[config.mk]
export PLATFORM = sky130hd
export DESIGN_NAME = keyed_record_table
export DESIGN_NICKNAME = d
export VERILOG_FILES = /design/src/rtl/core/krt_pkg.sv /design/src/rtl/core/krt_ram.sv /design/src/rtl/core/krt_match.sv /design/src/rtl/core/krt_seq.sv /design/src/rtl/core/keyed_record_table.sv
export SDC_FILE = /design/constraint.sdc
export NUM_CORES = 2
export LEC_CHECK = 0
export BUFFER_PORTS_ARGS = -buffer_cell sky130_fd_sc_hd__buf_2
export CAP_MARGIN = 40
export CORE_AREA = 2 2 576 578
export CTS_CLUSTER_SIZE = 25
export DETAILED_ROUTE_END_ITERATION = 8
export DIE_AREA = 0 0 578 580
export GPL_ROUTABILITY_DRIVEN = 0
export PLACE_DENSITY = 0.49
export SYNTH_ARGS = -nofsm -noshare
export SYNTH_HDL_FRONTEND = slang
export SYNTH_SLANG_ARGS = --single-unit
[constraint.sdc]
create_clock -name clk_i -period 16.2 [get_ports clk_i]
set_clock_uncertainty 0.1 [all_clocks]
set_input_delay 0.81 -clock clk_i [delete_from_list [all_inputs] [get_ports clk_i]]
set_output_delay 0.81 -clock clk_i [all_outputs]
set_load 0.05 [all_outputs]
[src/rtl/core/krt_pkg.sv]
// Shared types and constants for the keyed record table.
// Holds the record, transaction and match structs and the state encoding.
// No dependencies.
`timescale 1ns / 1ps

package krt_pkg;

  localparam int TABLE_DEPTH_DEF = 32;
  localparam int COUNT_W         = 6;
  localparam int STATUS_W        = 2;

  // Most results a single list command may return
  localparam logic [COUNT_W-1:0] RES_LIMIT = 6'd32;

  localparam logic [STATUS_W-1:0] ST_OK       = 2'd0;
  localparam logic [STATUS_W-1:0] ST_FULL     = 2'd1;
  localparam logic [STATUS_W-1:0] ST_NOTFOUND = 2'd2;

  typedef enum logic [2:0] {
    CMD_ADD      = 3'd0,
    CMD_LOOKUP   = 3'd1,
    CMD_COUNT    = 3'd2,
    CMD_LIST     = 3'd3,
    CMD_POSITION = 3'd4,
    CMD_REMOVE   = 3'd5
  } cmd_e;

  typedef enum logic [2:0] {
    S_IDLE,
    S_SCAN,
    S_MOVE,
    S_RELOAD,
    S_RESP
  } state_e;

  typedef struct packed {
    logic signed [15:0] region_x;
    logic signed [15:0] region_y;
    logic signed [15:0] local_x;
    logic signed [15:0] local_y;
    logic        [15:0] handle;
  } rec_t;

  localparam int REC_W = $bits(rec_t);

  typedef struct packed {
    logic        [2:0]         command;
    logic signed [15:0]        region_x;
    logic signed [15:0]        region_y;
    logic signed [15:0]        local_x;
    logic signed [15:0]        local_y;
    logic        [15:0]        handle;
    logic        [COUNT_W-1:0] max_count;
  } in_item_t;

  typedef struct packed {
    logic        [STATUS_W-1:0] status;
    logic        [15:0]         out_handle;
    logic        [COUNT_W-1:0]  out_count;
    logic signed [15:0]         out_local_x;
    logic signed [15:0]         out_local_y;
    logic                       last;
  } out_item_t;

  typedef struct packed {
    logic region;
    logic full;
    logic handle;
  } match_t;

endpackage

[src/rtl/core/krt_ram.sv]
// Generic single-port-write, single-port-read RAM with registered read.
// Parameterised on word width and depth; no dependencies.
`timescale 1ns / 1ps

module krt_ram #(
  parameter int WIDTH = 8,
  parameter int DEPTH = 32,
  parameter int AW    = $clog2(DEPTH)
) (
  input  logic             clk_i,
  input  logic             we_i,
  input  logic [AW-1:0]    waddr_i,
  input  logic [WIDTH-1:0] wdata_i,
  input  logic [AW-1:0]    raddr_i,
  output logic [WIDTH-1:0] rdata_o
);

  logic [WIDTH-1:0] mem_q [DEPTH];
  logic [WIDTH-1:0] rdata_q;

  always_ff @(posedge clk_i) begin
    if (we_i) begin
      mem_q[waddr_i] <= wdata_i;
    end
    rdata_q <= mem_q[raddr_i];
  end

  assign rdata_o = rdata_q;

endmodule

[src/rtl/core/krt_match.sv]
// Key comparator: checks one stored record against the command key.
// Depends on krt_pkg for rec_t and match_t.
`timescale 1ns / 1ps

module krt_match import krt_pkg::*; (
  input  rec_t   rec_i,
  input  rec_t   key_i,
  output match_t match_o
);

  logic region_eq;
  logic local_eq;

  assign region_eq = (rec_i.region_x == key_i.region_x) &&
                     (rec_i.region_y == key_i.region_y);
  assign local_eq  = (rec_i.local_x == key_i.local_x) &&
                     (rec_i.local_y == key_i.local_y);

  assign match_o.region = region_eq;
  assign match_o.full   = region_eq && local_eq;
  assign match_o.handle = (rec_i.handle == key_i.handle);

endmodule

[src/rtl/core/krt_seq.sv]
// Command sequencer: walks the record memory, compacts on remove and
// drives the output register. Depends on krt_pkg; talks to krt_ram and krt_match.
`timescale 1ns / 1ps

module krt_seq import krt_pkg::*; #(
  parameter int DEPTH = TABLE_DEPTH_DEF,
  parameter int AW    = $clog2(DEPTH),
  parameter int CW    = $clog2(DEPTH + 1)
) (
  input  logic            clk_i,
  input  logic            rst_ni,
  input  logic            in_valid_i,
  output logic            in_stall_o,
  input  in_item_t        in_item_i,
  output logic            out_valid_o,
  input  logic            out_stall_i,
  output out_item_t       out_item_o,
  output logic            ram_we_o,
  output logic [AW-1:0]   ram_waddr_o,
  output rec_t            ram_wdata_o,
  output logic [AW-1:0]   ram_raddr_o,
  input  rec_t            ram_rdata_i,
  input  match_t          match_i,
  output rec_t            key_o
);

  state_e              state_q, state_d;
  in_item_t            cmd_q, cmd_d;
  logic [CW-1:0]       total_q, total_d;
  logic [CW-1:0]       idx_q, idx_d;
  logic [CW-1:0]       cnt_q, cnt_d;
  logic [COUNT_W-1:0]  n_q, n_d;
  logic                pend_q, pend_d;
  logic [15:0]         pend_h_q, pend_h_d;
  out_item_t           res_q, res_d;
  logic                out_valid_q, out_valid_d;
  out_item_t           out_q, out_d;

  logic [COUNT_W-1:0]  lim;
  logic [COUNT_W-1:0]  n_inc;
  logic [CW-1:0]       idx_inc;
  logic [CW-1:0]       tail;
  logic                out_free;
  logic                at_end;
  logic                list_hold;
  logic [CW-1:0]       raddr_full;

  assign lim       = (cmd_q.max_count > RES_LIMIT) ? RES_LIMIT : cmd_q.max_count;
  assign n_inc     = n_q + COUNT_W'(1);
  assign idx_inc   = idx_q + CW'(1);
  assign tail      = total_q - CW'(1);
  assign out_free  = !out_valid_q || !out_stall_i;
  assign at_end    = (idx_q >= total_q) ||
                     ((cmd_q.command == CMD_LIST) && (n_q >= lim));
  // A new list hit cannot be parked while the previous one still waits
  assign list_hold = (cmd_q.command == CMD_LIST) && match_i.region && pend_q && !out_free;

  assign key_o.region_x = cmd_q.region_x;
  assign key_o.region_y = cmd_q.region_y;
  assign key_o.local_x  = cmd_q.local_x;
  assign key_o.local_y  = cmd_q.local_y;
  assign key_o.handle   = cmd_q.handle;

  assign in_stall_o  = (state_q != S_IDLE);
  assign out_valid_o = out_valid_q;
  assign out_item_o  = out_q;
  assign ram_raddr_o = raddr_full[AW-1:0];

  // Next state
  always_comb begin
    state_d = state_q;
    case (state_q)
      S_IDLE: begin
        if (in_valid_i) begin
          case (in_item_i.command)
            CMD_LOOKUP, CMD_COUNT, CMD_LIST, CMD_POSITION, CMD_REMOVE: state_d = S_SCAN;
            default: state_d = S_RESP;
          endcase
        end
      end
      S_SCAN: begin
        if (at_end) begin
          state_d = S_RESP;
        end else begin
          case (cmd_q.command)
            CMD_LOOKUP:   if (match_i.full) state_d = S_RESP;
            CMD_POSITION: if (match_i.handle) state_d = S_RESP;
            CMD_LIST: begin
              if (match_i.region && !list_hold && (n_inc == lim)) state_d = S_RESP;
            end
            CMD_REMOVE: begin
              if (match_i.region && (idx_q != tail)) state_d = S_MOVE;
            end
            default: state_d = S_SCAN;
          endcase
        end
      end
      S_MOVE:   state_d = S_RELOAD;
      S_RELOAD: state_d = S_SCAN;
      S_RESP:   if (out_free) state_d = S_IDLE;
      default:  state_d = S_IDLE;
    endcase
  end

  // Datapath and memory control
  always_comb begin
    cmd_d       = cmd_q;
    total_d     = total_q;
    idx_d       = idx_q;
    cnt_d       = cnt_q;
    n_d         = n_q;
    pend_d      = pend_q;
    pend_h_d    = pend_h_q;
    res_d       = res_q;
    out_valid_d = out_valid_q && out_stall_i;
    out_d       = out_q;
    ram_we_o    = 1'b0;
    ram_waddr_o = total_q[AW-1:0];
    ram_wdata_o = ram_rdata_i;
    raddr_full  = idx_inc;

    case (state_q)
      S_IDLE: begin
        raddr_full = '0;
        if (in_valid_i) begin
          cmd_d        = in_item_i;
          idx_d        = '0;
          cnt_d        = '0;
          n_d          = '0;
          pend_d       = 1'b0;
          res_d        = '0;
          res_d.last   = 1'b1;
          res_d.status = ST_NOTFOUND;
          if (in_item_i.command == CMD_ADD) begin
            if (total_q >= CW'(DEPTH)) begin
              res_d.status    = ST_FULL;
              res_d.out_count = COUNT_W'(total_q);
            end else begin
              ram_we_o             = 1'b1;
              ram_wdata_o.region_x = in_item_i.region_x;
              ram_wdata_o.region_y = in_item_i.region_y;
              ram_wdata_o.local_x  = in_item_i.local_x;
              ram_wdata_o.local_y  = in_item_i.local_y;
              ram_wdata_o.handle   = in_item_i.handle;
              total_d              = total_q + CW'(1);
              res_d.status         = ST_OK;
              res_d.out_count      = COUNT_W'(total_q + CW'(1));
            end
          end
        end
      end

      S_SCAN: begin
        if (at_end) begin
          case (cmd_q.command)
            CMD_COUNT: begin
              res_d.status    = ST_OK;
              res_d.out_count = COUNT_W'(cnt_q);
            end
            CMD_LIST: begin
              if (pend_q) begin
                res_d.status     = ST_OK;
                res_d.out_handle = pend_h_q;
              end
            end
            CMD_REMOVE: begin
              res_d.status    = ST_OK;
              res_d.out_count = COUNT_W'(total_q);
            end
            default: res_d.status = ST_NOTFOUND;
          endcase
        end else begin
          idx_d = idx_inc;
          case (cmd_q.command)
            CMD_LOOKUP: begin
              if (match_i.full) begin
                res_d.status     = ST_OK;
                res_d.out_handle = ram_rdata_i.handle;
              end
            end
            CMD_COUNT: begin
              if (match_i.region) cnt_d = cnt_q + CW'(1);
            end
            CMD_POSITION: begin
              if (match_i.handle) begin
                res_d.status      = ST_OK;
                res_d.out_local_x = ram_rdata_i.local_x;
                res_d.out_local_y = ram_rdata_i.local_y;
              end
            end
            CMD_LIST: begin
              if (list_hold) begin
                // hold the current entry until the output register frees
                idx_d      = idx_q;
                raddr_full = idx_q;
              end else if (match_i.region) begin
                if (pend_q) begin
                  out_valid_d      = 1'b1;
                  out_d            = '0;
                  out_d.status     = ST_OK;
                  out_d.out_handle = pend_h_q;
                end
                n_d = n_inc;
                if (n_inc == lim) begin
                  res_d.status     = ST_OK;
                  res_d.out_handle = ram_rdata_i.handle;
                end else begin
                  pend_d   = 1'b1;
                  pend_h_d = ram_rdata_i.handle;
                end
              end
            end
            CMD_REMOVE: begin
              if (match_i.region) begin
                idx_d = idx_q;
                if (idx_q == tail) begin
                  total_d = tail;
                end else begin
                  raddr_full = tail;
                end
              end
            end
            default: idx_d = idx_q;
          endcase
        end
      end

      S_MOVE: begin
        // tail record is on the read port: drop it into the freed slot
        ram_we_o    = 1'b1;
        ram_waddr_o = idx_q[AW-1:0];
        ram_wdata_o = ram_rdata_i;
        total_d     = tail;
        raddr_full  = idx_q;
      end

      S_RELOAD: begin
        raddr_full = idx_q;
      end

      S_RESP: begin
        if (out_free) begin
          out_valid_d = 1'b1;
          out_d       = res_q;
        end
      end

      default: raddr_full = idx_q;
    endcase
  end

  always_ff @(posedge clk_i or negedge rst_ni) begin
    if (!rst_ni) begin
      state_q     <= S_IDLE;
      total_q     <= '0;
      out_valid_q <= 1'b0;
      pend_q      <= 1'b0;
    end else begin
      state_q     <= state_d;
      total_q     <= total_d;
      out_valid_q <= out_valid_d;
      pend_q      <= pend_d;
    end
  end

  always_ff @(posedge clk_i) begin
    cmd_q    <= cmd_d;
    idx_q    <= idx_d;
    cnt_q    <= cnt_d;
    n_q      <= n_d;
    pend_h_q <= pend_h_d;
    res_q    <= res_d;
    out_q    <= out_d;
  end

endmodule

[src/rtl/core/keyed_record_table.sv]
// Top level of the keyed record table: record memory, key comparator and
// command sequencer. Depends on krt_pkg, krt_ram, krt_match and krt_seq.
//
//   channel | direction | handshake            | payload
//   --------+-----------+----------------------+------------------------
//   in      | input     | in_valid_i/in_stall_o | in_item_i  (in_item_t)
//   out     | output    | out_valid_o/out_stall_i | out_item_o (out_item_t)
//
// Add and unused codes go straight to the response state. Searches
// step one record per cycle through the single read port, pausing
// while a remove moves a tail record in (move and reload states) or
// a list hit waits on a stalled output. Reset clears the entry count,
// state, output valid and pending flag; records need no clearing pass.
`timescale 1ns / 1ps

module keyed_record_table import krt_pkg::*; #(
  parameter int TABLE_DEPTH = TABLE_DEPTH_DEF
) (
  input  logic      clk_i,
  input  logic      rst_ni,
  input  logic      in_valid_i,
  output logic      in_stall_o,
  input  in_item_t  in_item_i,
  output logic      out_valid_o,
  input  logic      out_stall_i,
  output out_item_t out_item_o
);

  localparam int AW = $clog2(TABLE_DEPTH);

  logic          ram_we;
  logic [AW-1:0] ram_waddr;
  logic [AW-1:0] ram_raddr;
  rec_t          ram_wdata;
  rec_t          ram_rdata;
  rec_t          key;
  match_t        match;

  krt_ram #(
    .WIDTH (REC_W),
    .DEPTH (TABLE_DEPTH)
  ) u_ram (
    .clk_i   (clk_i),
    .we_i    (ram_we),
    .waddr_i (ram_waddr),
    .wdata_i (ram_wdata),
    .raddr_i (ram_raddr),
    .rdata_o (ram_rdata)
  );

  krt_match u_match (
    .rec_i   (ram_rdata),
    .key_i   (key),
    .match_o (match)
  );

  krt_seq #(
    .DEPTH (TABLE_DEPTH)
  ) u_seq (
    .clk_i       (clk_i),
    .rst_ni      (rst_ni),
    .in_valid_i  (in_valid_i),
    .in_stall_o  (in_stall_o),
    .in_item_i   (in_item_i),
    .out_valid_o (out_valid_o),
    .out_stall_i (out_stall_i),
    .out_item_o  (out_item_o),
    .ram_we_o    (ram_we),
    .ram_waddr_o (ram_waddr),
    .ram_wdata_o (ram_wdata),
    .ram_raddr_o (ram_raddr),
    .ram_rdata_i (ram_rdata),
    .match_i     (match),
    .key_o       (key)
  );

endmodule
## Word level (Yosys, flattened, before mapping)

Memories as Yosys holds them, arrays and structs flattened. A register that Yosys moved wholly into a read port is not among the register bits.
Index checks and enable logic that the tools add are counted.

- Register bits: 247
- RAM bits: 2,560
- Input bits: 93
- Output and inout bits: 59
- Logic and storage cells: 222
- Memories: 1

- $add $sub $neg: 5
- Order comparisons: 4
- Equal/unequal tests: 52
- Mux-type cells: 92
- Bitwise operators: 3
- Reductions and logical operators: 39

Memories:

| name | words | bits a word | read ports | clocked after Yosys merged registers in | write ports | line | RTL |
|---|---|---|---|---|---|---|---|
| u_ram.mem_q | 32 | 80 | 1 | 1 | 1 | krt_ram.sv:18 | `logic [WIDTH-1:0] mem_q [DEPTH];` |

Operators with widths:

| operator | count |
|---|---|
| 2-to-1 mux 57 bit | 7 |
| 2-to-1 mux 80 bit | 4 |
| 2-to-1 mux 6 bit | 21 |
| one-hot mux 57 bit (2 select lines) | 1 |
| one-hot mux 56 bit (2 select lines) | 1 |
| 2-to-1 mux 18 bit | 6 |
| 2-to-1 mux 32 bit | 3 |
| equality test 16 bit | 5 |
| one-hot mux 6 bit (2 select lines) | 4 |
| one-hot mux 6 bit (3 select lines) | 2 |
| inequality test 4 x 3 -> 1 bit (second input constant) | 8 |
| one-hot mux 16 bit (2 select lines) | 1 |
| adder 6 x 1 -> 6 bit (second input constant) | 4 |
| 2-to-1 mux 3 bit | 8 |
| AND reduction 7 bit | 3 |
| 2-to-1 mux 5 bit | 4 |
| equality test 3 x 2 -> 1 bit (second input constant) | 6 |
| 2-to-1 mux 1 bit | 18 |
| inequality test 2 bit (second input constant) | 9 |
| AND reduction 6 bit | 3 |
| AND reduction 9 bit | 2 |
| 2-to-1 mux 16 bit | 1 |
| equality test 3 bit (second input constant) | 5 |
| one-hot mux 3 bit (5 select lines) | 1 |
| 32 further kinds | 68 |

## Logic depth before layout (Yosys ltp)

- Depth after elaboration: 12
- Gate-level depth with buffers: 18
- Gate-level depth less buffers: 14

## Hierarchy

A second synthesis with hierarchy kept.

- Cells, all modules: 5,762
- Area, all modules: 112,072.5 sq um

Modules (own cells, without submodules):

| module | times used | cells each | area each (sq um) | sequential area each (sq um) |
|---|---|---|---|---|
| krt_ram | 1 | 4,683 | 98,903.6 | 78,475.3 |
| krt_seq | 1 | 971 | 12,288.0 | 7,362.1 |
| krt_match | 1 | 108 | 880.8 | 0.0 |

## Worst setup path after synthesis

Ideal clock, no wire load.

- Path type: reg-to-reg
- Start: reg u_seq.state_q[2]
- End: mem u_ram.mem_q[10][0] (netlist name) (enable)
- Setup time: 0.519 ns
- Arrival time: 7.177 ns
- Data required time: 15.581 ns
- Slack: 8.404 ns
- Stages on the path, launching flop included: 10
- Path buffers: 3
- Period minus slack after synthesis: 7.796 ns
- Cells stage by stage: dfrtp_1 clkbuf_1 clkbuf_1 nor3_1 nand2_1 inv_1 nand3_1 clkbuf_1 o32a_1 nor2_1

- Longest elaborated chain between the ends: 4
- Elaborated cells on any way between the ends: 6
- Classes of those cells: eq/ne (1); mux (4); reduce/logical (1)

Ends and longest elaborated chain:

| item | line | RTL |
|---|---|---|
| start: declaration | krt_seq.sv:27 | `state_e state_q, state_d;` |
| start signal: assignment | krt_seq.sv:259 | `state_q <= state_d;` |
| equality test 3 x 2 -> 1 bit / logical NOT 3 bit (equally long branches) | krt_seq.sv:122 | `case (state_q)` |
| one-hot mux 1 bit (2 select lines) | krt_seq.sv:122 |  |
| 2-to-1 mux 1 bit | krt_ram.sv:22 | `if (we_i) begin` |
| 2-to-1 mux 1 bit (not written as such) | krt_ram.sv:23 | `mem_q[waddr_i] <= wdata_i;` |
| end: declaration | krt_ram.sv:18 |  |

Several ways; a longest one is shown, not always the timed one.

## Final worst setup path

- Start: reg u_seq.cmd_q (netlist bit u_seq.key_o[72])
- End: reg u_ram.rdata_q[32], in the netlist u_ram.rdata_o[32], read port of u_ram.mem_q

- Longest elaborated chain between the ends: 9
- Elaborated cells on any way between the ends: 10
- Classes of those cells: eq/ne (1); mux (5); reduce/logical (4)

Ends and longest elaborated chain:

| item | line | RTL |
|---|---|---|
| start: declaration | krt_seq.sv:28 | `in_item_t cmd_q, cmd_d;` |
| start signal: assignment | krt_seq.sv:267 | `cmd_q <= cmd_d;` |
| equality test 16 bit (*) | krt_match.sv:14 | `assign region_eq = (rec_i.region_x == key_i.region_x) &&` |
| logical AND 1 bit (*) | krt_match.sv:14 |  |
| logical AND 1 bit (3 in a row) | krt_seq.sv:56 | `assign list_hold = (cmd_q.command == CMD_LIST) && match_i.region && pend_q && !out_free;` |
| 2-to-1 mux 6 bit | n/a |  |
| one-hot mux 5 bit (2 select lines) (*) | krt_seq.sv:174 | `case (cmd_q.command)` |
| 2-to-1 mux 5 bit (*) | krt_seq.sv:154 | `if (at_end) begin` |
| one-hot mux 5 bit (3 select lines) (*) | krt_seq.sv:122 |  |
| end: declaration | krt_ram.sv:19 | `logic [WIDTH-1:0] rdata_q;` |

Every way passes the cells marked *; elsewhere a longest branch is shown, timed or not.
A chain may end at the register's enable or synchronous reset.

==> impl.org <==
** Pwr
- Pint :: 17540 uW
- Clock network fraction of total power :: 0.254
- Gate power share :: 0.386
- Across the VDD grid, the largest voltage drop is 0.3094 mV.
- Power spread over the standard cell area amounts to 211.8 mW/mm^2.
- Of the total power, the share spent switching nets is 0.3745.
- Switching power :: 10500 uW
- Part of the total power dissipated in sequential elements :: 0.360
- In this run the static leakage power is 0.04686 uW.

** Timing
- The number of endpoints with negative hold slack in the final report is 0.
- Unrepaired setup endpoints after global routing :: false
- Aggregate negative setup slack :: 0 ns
- Max-slew headroom at the worst pin :: 0.2405
- Fmax :: 142.1 MHz
- Dividing the final minimum period by the clock period gives 0.4344.
- The number of pins with negative max-slew slack in the final report is 0.
- The smallest clock period supported by the final layout is computed as 7.038 ns.
- Setup violations remaining at the end of the flow were counted as 0.
- For the pin with the worst max-slew slack, the measured transition is 1.139 ns.

** Yosys
- Of all cell types, the one taking the most synthesized area is sky130_fd_sc_hd__edfxtp_1.
- By area, the combinational part of the netlist is dominated by multiplexers.
- Sequential area share after synthesis :: 0.7480
- The share of the synthesized area in compound gates (AO/OA/AOI/OAI) was 0.04557.
- Most frequent cells after synthesis :: 2796 x sky130_fd_sc_hd__edfxtp_1, 1407 x sky130_fd_sc_hd__nand2_1, 945 x sky130_fd_sc_hd__mux2i_1
- Of the post-synthesis cell area, the dominant cell type holds 0.7317.
- Number of distinct library cells after synthesis :: 76
- The mapped netlist covers 0.1148 sq mm.
- Number of enable-type register cells in the synthesized netlist :: 2796
- A synthesized cell averages 15.44 sq um.
- Number of instances in the synthesized netlist :: 7432
- The Yosys step of the flow raised 0 warnings.
- Synthesized-area fraction occupied by adder cells :: 0.001963
- Counting flops and latches in the post-synthesis netlist gives 2887.
- The portion of synthesized area spent on multiplexers is 0.09038.
- Of the total synthesized cell area, the portion taken by AND, OR, NAND and NOR gates is 0.08553.
- Most used flip-flop cell after synthesis :: sky130_fd_sc_hd__edfxtp_1
- Of the total synthesized cell area, the portion taken by XOR and XNOR cells is 0.008516.
- Leading cell types by total area after synthesis :: sky130_fd_sc_hd__edfxtp_1 73%, sky130_fd_sc_hd__mux2i_1 8.2%, sky130_fd_sc_hd__nand2_1 4.6%
- sky130_fd_sc_hd__edfxtp_1 is the most common cell in the netlist.
- Counting every net in the synthesized netlist gives 7543.
- Of all flip-flops after synthesis, the portion carrying an async set or reset was 0.003810.

** Global routing
- The first global-routing pass estimated 489000 um of wire.
- Antenna violations before repair :: 27
- Pin count of the biggest net entering global routing :: 174
- Global routing usage summed across all routing layers :: 0.2023
- GRT Residual Overflow :: 0
- The via count of the first global-routing pass was 63927.

** Clock network
- Clock-pin slew was measured on the worst setup and hold paths at 0.06 ns.
- Clock tree synthesis selected as its root buffer the cell sky130_fd_sc_hd__clkbuf_16.
- The clock net in this run drives a total of 2887 sinks.
- Max Buffers Root-to-Sink :: 4
- After clock tree synthesis, the setup repair step added 0 buffers.
- In this run, CTS created clock tree buffers numbering 313.
- Total number of H-tree levels :: 5
- TritonCTS built the clock tree.
- Clock latency on the worst-skew pair, taken at its later pin, is 0.91 ns.

** Drt
- Post-DR wirelength/cell :: 28.26 um
- Summed over all layers, the routed wires come to 347900 um.
- Number of nets still failing antenna checks after routing :: 0
- Number of detailed-route iterations in the first pass :: 6
- Detailed routing inserted a total of 66392 vias.
- In the routed design, unresolved DRC markers number 0.
- In this run, the number of DRC markers left after iteration 0 of detailed routing was 7102.
- Via density per instance :: 5.394

** Layout
- Number of nets in the layout :: 7791
- Area added between synthesis and finish :: 15.37%
- Ratio of cells with drive above 1 in the final layout :: 0.1265
- Excluding fillers, the count of instances in the completed layout stands at 12309.
- Total non-filler cell area in the finished layout :: 0.1324 sq mm

** Setup path
- Cell repeated most along the worst path :: sky130_fd_sc_hd__buf_4
- The worst setup path is captured at a register.
- STA classifies the critical path startpoint as a register.
- Data on the critical path is required at its endpoint by 16.89 ns.
- Critical Path AT :: 7.73 ns
- For this run, the slowest stage of the critical path takes 0.92 ns.
- Worst-path cell chain :: xor2_1 > nor4_1 > nand4_1 > nor2_1 > a311o_1 > o21a_4 > buf_4 > buf_4 > buf_4 > nand2_1 > and3_1 > a31oi_1 > o22ai_1 > nor4_2
- Class of the most critical setup path :: reg -> reg
- Along the worst path, the maximum fanout reaches 65.
- On the critical path, the stage with the largest delay is an instance of sky130_fd_sc_hd__nor2_1.

** Floorplanning
- Chip Width :: 578 um
- From bottom edge to top edge, the die measures 580 um.
- After floorplanning, the core was divided into 211 placement rows.
- Initial core utilization :: 0.3486
- 152 I/O pins were placed.
- The die covers 0.3352 sq mm.
- Core outline area :: 0.3292 sq mm

** Run status
- Outcome :: finished, final reports clean

** Placement
- Detail Placement HPWL :: 182500 um
- Cell count after placement :: 11684
- Port bufs :: 151
- Placement-stage cell area :: 0.1217 sq mm

** Worst hold path
- The path class of the tightest hold or removal check is in -> reg.

** Job
- Maximum Capacitance Violations :: 0
==> power by group through the flow <==
stage	combinational (uW)	sequential [uW]	clock, uW
after floorplan	7410	10200	0
after CTS	10900	10100	7270
after detailed placement	10900	10200	0
final	10800	10100	7130
after global placement	10600	10200	0
after global routing	11700	10100	7540
==> registers in the layout (all words and copies together) (netlist names) <==
name	flops
u_ram.rdata_o	80
u_seq.out_valid_o	1
u_seq.key_o	80
u_seq.idx_q	6
u_seq.cmd_q	9
u_seq.pend_q	1
u_seq.pend_h_q	16
u_seq.cnt_q	6
u_ram.mem_q	2560
u_seq.n_q	6
u_seq.state_q	3
u_seq.total_q	6
u_seq.out_item_o	57
u_seq.res_q	56
==> stage by stage <==
stage | util | hold slack, ns | setup WS [ns] | power [uW]
3_5_place_dp | 0.3697 | 0.3969 | 9.188 | 21090
2_1_floorplan | - | 0.3660 | 8.404 | 17640
5_1_grt | 0.4021 | 0.02819 | 8.883 | 29370
6_report | 0.4021 | 0.06678 | 9.162 | 28050
3_3_place_gp | 0.3656 | 0.3912 | 8.589 | 20790
4_1_cts | 0.4020 | 0.0005543 | 9.162 | 28240
==> cell type report <==
type / instances / area, sq um
tap: 4366 / 5463
clock inverter: 122 / 1269
antenna: 5 / 12.51
timing repair buffer: 386 / 3791
multi-input combinational: 4074 / 27030
clock buffer: 451 / 8915
fill: 30035 / 196800
sequential: 2887 / 85840
inverter: 18 / 72.57
==> metal layers <==
layer  share of wire  up-vias  GRT usage
met1            0.47    34657     0.3042
li1                -    28883          -
met2            0.45     2377     0.3129
met3           0.061      465    0.02230
met5         0.00020        -          0
met4           0.021       10    0.04688
==> cells in the final DEF, fill, tap and decap left out, drive strengths merged, types with 31 or more instances in the layout <==
| cell type | instances |
|---|---|
| xor2 | 90 |
| nand2 | 1408 |
| clkbuf | 452 |
| clkinv | 86 |
| buf | 341 |
| dlygate4sd3 | 44 |
| a21oi | 57 |
| dfxtp | 80 |
| mux2 | 81 |
| edfxtp | 2796 |
| nor2 | 90 |
| nand3 | 35 |
| mux2i | 945 |
| and3 | 395 |
| a31oi | 317 |
| o21ai | 31 |
| nor4 | 101 |
| o22ai | 316 |
==> worst max-delay path, delay by kind of cell (launching register included) <==
kind                   cells  cell delay, ns
XOR/XNOR                   1            0.20
AND/OR/NAND/NOR            6            2.97
flip-flops                 1            0.37
AO/OA/AOI/OAI              4            1.18
buffers and inverters      3            1.96
==> final timing paths <==
kind / endpoint / from / cells after the start / slack (ns)
max: u_ram.rdata_o[32] / u_seq.key_o[72] / 14 / 9.16
min: u_seq.key_o[44] / in_item_i[50] / 1 / 0.07
max reg2reg: u_ram.rdata_o[32] / u_seq.key_o[72] / 14 / 9.16
min reg2reg: u_seq.out_item_o[46] / u_seq.res_q[46] / 2 / 0.41
max in group asynchronous: u_seq.state_q[0] / rst_ni / 2 / 15.47
min in group asynchronous: u_seq.total_q[2] / rst_ni / 2 / 0.26
==> timing repair <==
item	4_1_cts	5_1_grt
setup endpoints to repair	0	0
endpoints found under the hold margin	54	0
resized for setup	0	0
hold buffers	44	0
==> logic make-up after synthesis <==
group | count (synthesis)
flip-flops | 2887
multiplexers | 1026
XOR/XNOR | 110
AND/OR/NAND/NOR | 2100
adder cells (fa/ha/maj) | 18
AO/OA/AOI/OAI | 820
buffers and inverters | 471
Note: power is estimated with default switching activity, not from simulation.
